==> src/hw/rtl/mlbpg_pkg.sv <==
// Shared types and constants for the multi-LED blink pattern generator.
// Holds timing constants, input mode and FSM codes, and the per-LED memory entry.
// No dependencies.
`default_nettype none

package mlbpg_pkg;

  // Default number of LED pins
  parameter int unsigned LED_COUNT_DEF = 16;

  // Timing constants
  parameter int unsigned TICK_MS           = 10;
  parameter int unsigned UPDATE_TICKS      = 5;
  parameter int unsigned SINGLE_HALF_TICKS = 5;
  parameter int unsigned SINGLE_TOGGLES    = 2;
  parameter int unsigned DOUBLE_TOGGLES    = 2;

  // Half period codes with immediate effect
  localparam logic [15:0] CONST_OFF = 16'h0000;
  localparam logic [15:0] CONST_ON  = 16'hFFFF;

  // Reciprocal for ms-to-tick conversion: q ~= (x * DIV_RECIP) >> 32, one fix-up step
  localparam logic [31:0] DIV_RECIP = 32'(64'hFFFF_FFFF / 64'(TICK_MS));

  // Configuration port
  localparam int unsigned CFG_IDX_W  = 2;
  localparam int unsigned CFG_DATA_W = 5;
  localparam logic [CFG_IDX_W-1:0] CFG_ACTIVE_LED_COUNT = 2'd0;
  localparam logic [CFG_IDX_W-1:0] CFG_RUNNING          = 2'd1;

  // Input item modes
  typedef enum logic [1:0] {
    MODE_TICK   = 2'd0,
    MODE_PERIOD = 2'd1,
    MODE_BLINK  = 2'd2
  } mode_e;

  // Control states
  typedef enum logic [2:0] {
    ST_IDLE,
    ST_TICK,
    ST_CMD_RD,
    ST_CMD_WR,
    ST_DONE
  } state_e;

  // Per-LED state held in memory (pin level lives in flops)
  typedef struct packed {
    logic        sq_phase;
    logic [15:0] half_ticks;
    logic [15:0] dbl_ticks;
    logic [15:0] sq_cnt;
    logic        dbl_act;
    logic [15:0] dbl_cnt;
    logic [7:0]  dbl_tog;
    logic [15:0] pend_half;
    logic [15:0] pend_dbl;
    logic        pend_flag;
    logic        sgl_act;
    logic [15:0] sgl_cnt;
    logic [7:0]  sgl_tog;
  } led_entry_t;

  // Off and on periods bypass the blink counters
  function automatic logic is_constant(input logic [15:0] p);
    return p inside {CONST_OFF, CONST_ON};
  endfunction

endpackage

`default_nettype wire

==> src/hw/rtl/multi_led_blink_pattern_generator_top.sv <==
// Multi-LED blink pattern generator, top level.
// Uses mlbpg_pkg for constants, codes and the per-LED memory entry type.
// Running ticks visit n = min(active_led_count, LED_COUNT) entries, one per cycle, through one
//   memory read port; a new item is taken only once the last result is in the output register.
// Period and blink items: read-modify-write of one entry in the command read and write states.
// Other items (stopped, n = 0, bad index, unknown mode) go straight to the done state.
// Reset clears control and pin state; unwritten memory entries read as zero via valid bits.
`default_nettype none

module multi_led_blink_pattern_generator_top #(
  parameter int unsigned LED_COUNT = mlbpg_pkg::LED_COUNT_DEF
) (
  input  wire logic                             clk_i,
  input  wire logic                             rst_ni,
  // input items
  input  wire logic                             in_valid_i,
  output logic                                  in_ready_o,
  input  wire logic [1:0]                       mode_i,
  input  wire logic [3:0]                       led_index_i,
  input  wire logic [15:0]                      half_period_ms_i,
  input  wire logic [15:0]                      double_blink_ms_i,
  // result items
  output logic                                  out_valid_o,
  input  wire logic                             out_ready_i,
  output logic [15:0]                           pin_levels_o,
  // configuration writes
  input  wire logic                             cfg_valid_i,
  output logic                                  cfg_ready_o,
  input  wire logic [mlbpg_pkg::CFG_IDX_W-1:0]  cfg_index_i,
  input  wire logic [mlbpg_pkg::CFG_DATA_W-1:0] cfg_data_i
);

  localparam int unsigned IdxW = (LED_COUNT > 1) ? $clog2(LED_COUNT) : 1;
  localparam int unsigned CntW = $clog2(LED_COUNT + 1);

  // Control and payload registers
  mlbpg_pkg::state_e     state_q, state_d;
  logic [1:0]            mode_q, mode_d;
  logic [3:0]            cmd_idx_q, cmd_idx_d;
  logic [15:0]           half_q, half_d;
  logic [15:0]           div_q, div_d;
  logic                  apply_q, apply_d;
  logic [CntW-1:0]       n_q, n_d;
  logic [CntW-1:0]       scan_q, scan_d;
  logic                  rd_vld_q, rd_vld_d;
  logic [IdxW-1:0]       rd_idx_q, rd_idx_d;
  logic [47:0]           prod_half_q, prod_dbl_q;
  logic [LED_COUNT-1:0]  pin_q;
  logic [LED_COUNT-1:0]  ent_vld_q;
  logic                  rd_ent_vld_q;
  logic                  out_valid_q, out_valid_d;
  logic [15:0]           pin_levels_q, pin_levels_d;
  logic [4:0]            active_q;
  logic                  running_q;

  // Memory and its ports
  mlbpg_pkg::led_entry_t led_mem_q [LED_COUNT];
  mlbpg_pkg::led_entry_t rd_data_q;
  mlbpg_pkg::led_entry_t rd_entry;
  mlbpg_pkg::led_entry_t mem_wdata;
  mlbpg_pkg::led_entry_t tk_e, cm_e;
  logic                  mem_re, mem_we;
  logic [IdxW-1:0]       mem_raddr, mem_waddr;
  logic                  pin_we, pin_wval;
  logic                  tk_pin, cm_pin;

  // Misc combinational values
  logic [CntW-1:0]       n_lim;
  logic                  idx_ok;
  logic                  accept;
  logic [15:0]           div_inc;
  logic [15:0]           quo_half, quo_dbl;
  logic [15:0]           q0_half, q0_dbl;
  logic [25:0]           rem_half, rem_dbl;
  logic [15:0]           pin_vec;
  logic [IdxW-1:0]       cmd_addr;

  assign in_ready_o   = (state_q == mlbpg_pkg::ST_IDLE);
  assign accept       = in_valid_i && in_ready_o;
  assign out_valid_o  = out_valid_q;
  assign pin_levels_o = pin_levels_q;
  assign cfg_ready_o  = 1'b1;
  assign cmd_addr     = IdxW'(cmd_idx_q);

  // Number of LEDs visited per tick
  always_comb begin
    if (7'(active_q) >= 7'(LED_COUNT)) begin
      n_lim = CntW'(LED_COUNT);
    end else begin
      n_lim = CntW'(active_q);
    end
  end

  assign idx_ok  = 7'(led_index_i) < 7'(LED_COUNT);
  assign div_inc = div_q + 16'd1;

  // Configuration registers
  always_ff @(posedge clk_i or negedge rst_ni) begin
    if (!rst_ni) begin
      active_q  <= '0;
      running_q <= 1'b0;
    end else if (cfg_valid_i && cfg_ready_o) begin
      if (cfg_index_i == mlbpg_pkg::CFG_ACTIVE_LED_COUNT) begin
        active_q <= cfg_data_i[4:0];
      end else if (cfg_index_i == mlbpg_pkg::CFG_RUNNING) begin
        running_q <= cfg_data_i[0];
      end
    end
  end

  // ms-to-tick conversion: reciprocal estimate is exact or one low
  assign q0_half  = prod_half_q[47:32];
  assign q0_dbl   = prod_dbl_q[47:32];
  assign rem_half = 26'(half_q) - 26'(q0_half) * 26'(mlbpg_pkg::TICK_MS);
  assign rem_dbl  = 26'(prod_dbl_q[15:0]) - 26'(q0_dbl) * 26'(mlbpg_pkg::TICK_MS);
  assign quo_half = q0_half + 16'(rem_half >= 26'(mlbpg_pkg::TICK_MS));
  assign quo_dbl  = q0_dbl + 16'(rem_dbl >= 26'(mlbpg_pkg::TICK_MS));

  // Entry seen through valid bits
  assign rd_entry = rd_ent_vld_q ? rd_data_q : '0;

  // Per-LED tick update: square wave, one-shot, double blink, then pending apply
  always_comb begin
    tk_e   = rd_entry;
    tk_pin = pin_q[rd_idx_q];
    // square wave
    if (!mlbpg_pkg::is_constant(tk_e.half_ticks)) begin
      tk_e.sq_cnt = tk_e.sq_cnt + 16'd1;
      if (tk_e.sq_cnt >= tk_e.half_ticks) begin
        tk_e.sq_phase = ~tk_e.sq_phase;
        tk_pin        = tk_e.sq_phase;
        tk_e.sq_cnt   = '0;
        if ((tk_e.dbl_ticks != '0) && tk_e.sq_phase) begin
          tk_e.dbl_act = 1'b1;
          tk_e.dbl_cnt = '0;
          tk_e.dbl_tog = '0;
        end else begin
          tk_e.dbl_act = 1'b0;
        end
      end
    end
    // one-shot burst
    if (tk_e.sgl_act) begin
      tk_e.sgl_cnt = tk_e.sgl_cnt + 16'd1;
      if (tk_e.sgl_cnt >= 16'(mlbpg_pkg::SINGLE_HALF_TICKS)) begin
        tk_e.sgl_cnt = '0;
        if (tk_e.sgl_tog >= 8'(mlbpg_pkg::SINGLE_TOGGLES)) begin
          tk_e.sgl_tog = '0;
          tk_e.sgl_act = 1'b0;
        end else begin
          tk_e.sgl_tog = tk_e.sgl_tog + 8'd1;
          tk_pin       = ~tk_pin;
        end
      end
    end
    // double-blink burst
    if (tk_e.dbl_act) begin
      tk_e.dbl_cnt = tk_e.dbl_cnt + 16'd1;
      if (tk_e.dbl_cnt >= tk_e.dbl_ticks) begin
        tk_pin       = ~tk_pin;
        tk_e.dbl_cnt = '0;
        tk_e.dbl_tog = tk_e.dbl_tog + 8'd1;
        if (tk_e.dbl_tog >= 8'(mlbpg_pkg::DOUBLE_TOGGLES)) begin
          tk_e.dbl_act = 1'b0;
        end
      end
    end
    // pending period update
    if (apply_q && tk_e.pend_flag) begin
      tk_e.half_ticks = tk_e.pend_half;
      tk_e.dbl_ticks  = tk_e.pend_dbl;
      tk_e.sq_cnt     = '0;
      tk_e.dbl_cnt    = '0;
      tk_e.dbl_act    = 1'b0;
      tk_e.dbl_tog    = '0;
      tk_e.pend_flag  = 1'b0;
      if (mlbpg_pkg::is_constant(tk_e.half_ticks)) begin
        tk_pin = (tk_e.half_ticks == mlbpg_pkg::CONST_ON);
      end
    end
  end

  // Period command or blink request on one entry
  always_comb begin
    cm_e   = rd_entry;
    cm_pin = pin_q[cmd_addr];
    if (mode_q == mlbpg_pkg::MODE_PERIOD) begin
      if (mlbpg_pkg::is_constant(half_q)) begin
        cm_e.half_ticks = half_q;
        cm_e.dbl_ticks  = '0;
        cm_pin          = (half_q == mlbpg_pkg::CONST_ON);
      end else begin
        cm_e.pend_half = quo_half;
        cm_e.pend_dbl  = quo_dbl;
        cm_e.pend_flag = 1'b1;
      end
    end else if (!cm_e.sgl_act) begin
      cm_pin       = ~cm_pin;
      cm_e.sgl_cnt = '0;
      cm_e.sgl_tog = 8'd1;
      cm_e.sgl_act = 1'b1;
    end
  end

  // Next state and memory control
  always_comb begin
    state_d      = state_q;
    mode_d       = mode_q;
    cmd_idx_d    = cmd_idx_q;
    half_d       = half_q;
    div_d        = div_q;
    apply_d      = apply_q;
    n_d          = n_q;
    scan_d       = scan_q;
    rd_vld_d     = 1'b0;
    rd_idx_d     = rd_idx_q;
    out_valid_d  = out_valid_q;
    pin_levels_d = pin_levels_q;
    mem_re       = 1'b0;
    mem_raddr    = scan_q[IdxW-1:0];
    mem_we       = 1'b0;
    mem_waddr    = rd_idx_q;
    mem_wdata    = tk_e;
    pin_we       = 1'b0;
    pin_wval     = tk_pin;

    if (out_valid_q && out_ready_i) begin
      out_valid_d = 1'b0;
    end

    case (state_q)
      mlbpg_pkg::ST_IDLE: begin
        if (accept) begin
          mode_d    = mode_i;
          cmd_idx_d = led_index_i;
          half_d    = half_period_ms_i;
          state_d   = mlbpg_pkg::ST_DONE;
          case (mode_i)
            mlbpg_pkg::MODE_TICK: begin
              if (running_q) begin
                n_d    = n_lim;
                scan_d = '0;
                if (div_inc >= 16'(mlbpg_pkg::UPDATE_TICKS)) begin
                  div_d   = '0;
                  apply_d = 1'b1;
                end else begin
                  div_d   = div_inc;
                  apply_d = 1'b0;
                end
                if (n_lim != '0) begin
                  state_d = mlbpg_pkg::ST_TICK;
                end
              end
            end
            mlbpg_pkg::MODE_PERIOD, mlbpg_pkg::MODE_BLINK: begin
              if (idx_ok) begin
                state_d = mlbpg_pkg::ST_CMD_RD;
              end
            end
            default: begin
              state_d = mlbpg_pkg::ST_DONE;
            end
          endcase
        end
      end

      // Stream entries through the read port, write each back in the cycle after its read
      mlbpg_pkg::ST_TICK: begin
        if (scan_q < n_q) begin
          mem_re   = 1'b1;
          rd_vld_d = 1'b1;
          rd_idx_d = scan_q[IdxW-1:0];
          scan_d   = scan_q + CntW'(1);
        end else begin
          state_d = mlbpg_pkg::ST_DONE;
        end
        if (rd_vld_q) begin
          mem_we = 1'b1;
          pin_we = 1'b1;
        end
      end

      mlbpg_pkg::ST_CMD_RD: begin
        mem_re    = 1'b1;
        mem_raddr = cmd_addr;
        state_d   = mlbpg_pkg::ST_CMD_WR;
      end

      mlbpg_pkg::ST_CMD_WR: begin
        mem_we    = 1'b1;
        mem_waddr = cmd_addr;
        mem_wdata = cm_e;
        pin_we    = 1'b1;
        pin_wval  = cm_pin;
        state_d   = mlbpg_pkg::ST_DONE;
      end

      // Hand the pin vector to the output register once it is free
      mlbpg_pkg::ST_DONE: begin
        if (!out_valid_q || out_ready_i) begin
          out_valid_d  = 1'b1;
          pin_levels_d = pin_vec;
          state_d      = mlbpg_pkg::ST_IDLE;
        end
      end

      default: begin
        state_d = mlbpg_pkg::ST_IDLE;
      end
    endcase
  end

  // Control registers
  always_ff @(posedge clk_i or negedge rst_ni) begin
    if (!rst_ni) begin
      state_q      <= mlbpg_pkg::ST_IDLE;
      div_q        <= '0;
      apply_q      <= 1'b0;
      n_q          <= '0;
      scan_q       <= '0;
      rd_vld_q     <= 1'b0;
      rd_idx_q     <= '0;
      out_valid_q  <= 1'b0;
      pin_q        <= '0;
      ent_vld_q    <= '0;
      rd_ent_vld_q <= 1'b0;
    end else begin
      state_q     <= state_d;
      div_q       <= div_d;
      apply_q     <= apply_d;
      n_q         <= n_d;
      scan_q      <= scan_d;
      rd_vld_q    <= rd_vld_d;
      rd_idx_q    <= rd_idx_d;
      out_valid_q <= out_valid_d;
      if (pin_we) begin
        pin_q[mem_waddr] <= pin_wval;
      end
      if (mem_we) begin
        ent_vld_q[mem_waddr] <= 1'b1;
      end
      if (mem_re) begin
        rd_ent_vld_q <= ent_vld_q[mem_raddr];
      end
    end
  end

  // Payload registers; products for the ms-to-tick conversion
  always_ff @(posedge clk_i) begin
    mode_q       <= mode_d;
    cmd_idx_q    <= cmd_idx_d;
    half_q       <= half_d;
    pin_levels_q <= pin_levels_d;
    if (accept) begin
      prod_half_q <= 48'(half_period_ms_i) * 48'(mlbpg_pkg::DIV_RECIP);
      prod_dbl_q  <= {32'(48'(double_blink_ms_i) * 48'(mlbpg_pkg::DIV_RECIP) >> 16),
                      double_blink_ms_i};
    end
  end

  // LED state memory: one read and one write port, registered read data
  always_ff @(posedge clk_i) begin
    if (mem_we) begin
      led_mem_q[mem_waddr] <= mem_wdata;
    end
    if (mem_re) begin
      rd_data_q <= led_mem_q[mem_raddr];
    end
  end

  // Visible pins; bits at or above LED_COUNT read zero
  for (genvar g = 0; g < 16; g++) begin : g_pin
    if (g < LED_COUNT) begin : g_on
      assign pin_vec[g] = pin_q[g];
    end else begin : g_off
      assign pin_vec[g] = 1'b0;
    end
  end

`ifndef SYNTHESIS
  // Scan never runs past the LED count latched at acceptance
  a_scan_bound: assert property (@(posedge clk_i) disable iff (!rst_ni)
    (state_q == mlbpg_pkg::ST_TICK) |-> (scan_q <= n_q))
    else $error("tick scan past LED count");

  // Write-back only targets an entry that was read in this tick
  a_wb_idx: assert property (@(posedge clk_i) disable iff (!rst_ni)
    (state_q == mlbpg_pkg::ST_TICK && rd_vld_q) |-> (CntW'(rd_idx_q) < n_q))
    else $error("tick write-back index out of range");

  // Command read is always followed by its write-back
  a_cmd_seq: assert property (@(posedge clk_i) disable iff (!rst_ni)
    (state_q == mlbpg_pkg::ST_CMD_RD) |=> (state_q == mlbpg_pkg::ST_CMD_WR))
    else $error("command read without write-back");

  // A new result appears only when an item finishes
  a_out_src: assert property (@(posedge clk_i) disable iff (!rst_ni)
    $rose(out_valid_o) |-> $past(state_q == mlbpg_pkg::ST_DONE))
    else $error("result produced outside item completion");
`endif

endmodule

`default_nettype wire

==> config.mk <==
export PLATFORM = sky130hd
export DESIGN_NAME = multi_led_blink_pattern_generator_top
export DESIGN_NICKNAME = d
export VERILOG_FILES = /design/src/hw/rtl/mlbpg_pkg.sv /design/src/hw/rtl/multi_led_blink_pattern_generator_top.sv
export SDC_FILE = /design/constraint.sdc
export NUM_CORES = 2
export LEC_CHECK = 0
export BUFFER_PORTS_ARGS = -buffer_cell sky130_fd_sc_hd__buf_2
export CAP_MARGIN = 20
export CORE_MARGIN = 4
export CORE_UTILIZATION = 63
export CTS_CLUSTER_SIZE = 8
export DETAILED_ROUTE_END_ITERATION = 12
export GPL_ROUTABILITY_DRIVEN = 0
export PLACE_DENSITY = 0.8
export SLEW_MARGIN = 20
export SYNTH_ARGS = -nofsm -noshare
export SYNTH_HDL_FRONTEND = slang
export SYNTH_SLANG_ARGS = --single-unit
==> constraint.sdc <==
create_clock -name clk_i -period 15 [get_ports clk_i]
set_clock_uncertainty 0.05 [all_clocks]
set_input_delay 3 -clock clk_i [delete_from_list [all_inputs] [get_ports clk_i]]
set_output_delay 3 -clock clk_i [all_outputs]
set_load 0.005 [all_outputs]
==> impl_metrics.yaml <==
run_status:
  outcome: "complete, no violations"
route:
  drtPass1Iterations: 5
  ant_nets: 0
  wl_um: 269000
  vias_per_cell: 7.06
  wl_per_cell_um: 31.6
  drcViolationCount: 0
  vias: 60200
  drt_iter0_drc: 8517
clock_network:
  cts.sinks: 2398
  clk_latency_ns: 0.93
  path_clk_slew_ns: 0.05
  cts_tree: "built"
  post-cts-setup-buffer-count: 0
  h-tree-depth: 5
  clock-root-buffer: "clkbuf_16"
  hold_buffers: 0
  cts-resized-gates: 0
  cts_buffer_depth: 4
  cts_made_buffers: 351
synthesis:
  yosys.area_share.simple_pct: 5.26
  ys_top_cells_by_area: "edfxtp_1 (66%), mux4_2 (12%), ha_1 (4.3%)"
  synth-compound-area-share_pct: 4.61
  syn_inst: 6041
  synthArstFlopShare_pct: 3.13
  ys_seq_area_share_pct: 67.9
  synth_fp_nets: 6603
  synthMuxAreaShare_pct: 12.0
  synth_top_family_by_area: "multiplexers"
  ys_seq_elements: 2398
  ys_types: 82
  synth-adder-area-share_pct: 7.15
  ys.flop_type: "edfxtp_1"
  synth_area_per_cell_um2: 17.5
  yosys_warnings: 0
  netlist_area_um2: 106000
  synth_xor_area_share_pct: 1.03
  synth_edf_count: 2323
  yosys.area.top_type: "edfxtp_1"
  yosysTopAreaCellShare_pct: 66.1
power:
  p_comb_share_pct: 38.4
  clkPwrFrac_pct: 25.6
  ir_drop_mv: 0.278
  switching_share_pct: 34.9
  netSwitchingPower_mw: 9.33
  intPower_mw: 17.4
  pwr-share-seq_pct: 36.0
  power_density_nw_per_um2: 227
  leakage_nw: 41.6
min_path:
  hp-class: "reg -> reg"
  worstHoldStart: "ent_vld_q[9]$_DFFE_PN0P_"
global_route:
  grt_max_degree: 152
  grt_overflow: 0
  grt_pass1_wl_um: 405000
  track_usage_pct: 31.3
  antenna_found_initial: 4
  grt_pass1_vias: 63400
cells_and_area:
  final_cell_mix: "edfxtp_1 (2323), mux4_2 (542), nand2_1 (453), ha_1 (360), clkbuf_16 (355)"
  nets: 6867
  final_util_pct: 71.1
  syn_to_final_growth_pct: 11.7
  drive_above_1_share_pct: 18.4
  final_common_cell: "edfxtp_1"
critical_path:
  cp_max_fo: 47
  cpMaxStageDelayCell: "dfrtp_4"
  endpoint_kind: "flop"
  crit_path_start_kind: "flop"
  crit_required_ns: 15.50
  crit_path_max_incr_delay_ns: 0.98
  cp-startpoint: "rd_ent_vld_q$_DFFE_PN0P_"
  cp.arrival_ns: 10.33
  timing.rr.start: "rd_ent_vld_q$_DFFE_PN0P_"
  path_class: "reg -> reg"
die:
  die_w_um: 417
  initial_utilization_pct: 63.7
  ios: 69
  rows: 149
  dieArea_um2: 174000
  core_area_um2: 166000
  die_y_um: 417
job:
  drv_cap: 0
sta:
  worst_pin_slew_ns: 1.21
  setup-tns-final_ns: 0
  period_share_pct: 65.6
  slew_headroom_pct: 19.7
  report.final.setup_viol: 0
  rsz0062_at_grt: "false"
  fin_crit_ns: 9.84
  slew_viol_final: 0
  fmax_mhz: 102
  hold_violations: 0
place:
  numPortBuffers: 67
  detailed_place_hpwl_um: 129000
==> flip-flops by register name (all words and copies together), names as in the netlist <==
register,flops
pin_levels_o,16
state_q,3
running_q,1
rd_ent_vld_q,1
half_q,16
rd_vld_q,1
div_q,16
ent_vld_q,16
rd_data_q,132
scan_q,5
rd_idx_q,4
n_q,5
prod_dbl_q,28
pin_q,16
mode_q,2
prod_half_q,13
cmd_addr,4
led_mem_q,2112
out_valid_o,1
active_q,5
apply_q,1
==> final cells by class <==
| cell class | count | area (um2) |
|---|---|---|
| clock buffer | 384 | 8990 |
| sequential | 2398 | 71600 |
| inverter | 301 | 1200 |
| fill | 9188 | 47800 |
| multi-input combinational | 3082 | 31900 |
| tap | 2189 | 2740 |
| clock inverter | 12 | 135 |
| antenna | 2 | 5.00 |
| timing repair buffer | 171 | 1250 |
==> final timing paths <==
kind | end | depth (start not counted) | slack (ns)
setup reg to reg | led_mem_q[8][74]$_DFFE_PP_ | 31 | 5.16
max in group asynchronous | rd_ent_vld_q$_DFFE_PN0P_ | 2 | 11.94
hold reg to reg | ent_vld_q[9]$_DFFE_PN0P_ | 1 | 0.41
hold / removal | ent_vld_q[9]$_DFFE_PN0P_ | 1 | 0.41
setup / recovery | led_mem_q[8][74]$_DFFE_PP_ | 31 | 5.16
min in group asynchronous | div_q[7]$_DFFE_PN0P_ | 1 | 1.93
==> cells by family after synthesis <==
family          count (synthesis)
compound gates                724
xor+xnor                      124
fa+ha+maj                     512
buf+inv                       561
flops                        2398
mux                           585
other cells                     1
simple gates                 1136
==> per-stage QoR <==
| stage | power, mW | worst slack (ns) | cell area, um2 | std cells | hold slack [ns] |
|---|---|---|---|---|---|
| 5_1_grt | 28.0 | 4.73 | 118000 | 8538 | 0.425 |
| 2_1_floorplan | 17.0 | 3.08 | 106000 | 6041 | 0.379 |
| 3_3_place_gp | 19.2 | 5.74 | 109000 | 8139 | 0.395 |
| 3_5_place_dp | 19.6 | 5.62 | 109000 | 8140 | 0.399 |
| 6_report | 26.7 | 5.16 | 118000 | 8539 | 0.413 |
| 4_1_cts | 26.6 | 5.45 | 118000 | 8536 | 0.412 |
==> metal layers <==
layer,vias up,GRT usage [%],part of all wire [%],routed length [um]
met2,4736,50.3,49,131000
met4,4,13.6,4.7,12600
met1,30300,41.6,35,93100
met5,-,0,0.012,31
met3,983,7.67,12,32700
li1,24200,-,-,-
==> worst max-delay path, delay by kind of cell (launching register included) <==
kind                       cells  cell delay, ns
and+or+nand+nor               17            3.78
AOI/OAI and AO/OA              8            2.99
adders and majority gates      3            0.81
buffers and inverters          2            0.56
xor gates and xnor gates       1            0.22
DFF                            1            0.98
==> cells in the mapped netlist (7+ instances only) <==
cell and instances:
nand2_1 453, a21o_1 39, fa_1 152, o22ai_1 18, nor2_1 139, and3_1 38, buf_1 19, xnor2_1 62
mux2_2 12, inv_1 300, o21ai_1 8, nor4_1 31, and2_1 180, mux4_2 542, nand2b_1 31, nand3_1 95
a22o_1 33, o21a_1 18, or2_2 16, o211ai_1 7, buf_2 85, nor2b_1 29, nand4_1 43, edfxtp_1 2323
nor3b_1 8, a311oi_1 7, o31ai_1 7, o21bai_1 13, a21oi_1 104, nand3b_1 9, nor3_1 34, mux2i_1 30
a211oi_1 144, o21ai_0 108, or3_1 8, and4_1 7, ha_1 360, clkbuf_1 153, dfrtp_1 75, xor2_1 62
a31oi_1 159
==> power groups by stage <==
| stage | Combinational (mW) | Sequential (mW) | Clock, mW |
|---|---|---|---|
| after detailed placement | 9.90 | 9.67 | 0 |
| after CTS | 10.2 | 9.58 | 6.87 |
| final | 10.3 | 9.62 | 6.84 |
| after floorplan | 7.55 | 9.48 | 0 |
| after global routing | 11.2 | 9.63 | 7.18 |
| after global placement | 9.57 | 9.65 | 0 |
Note: power is estimated with default switching activity, not from simulation.
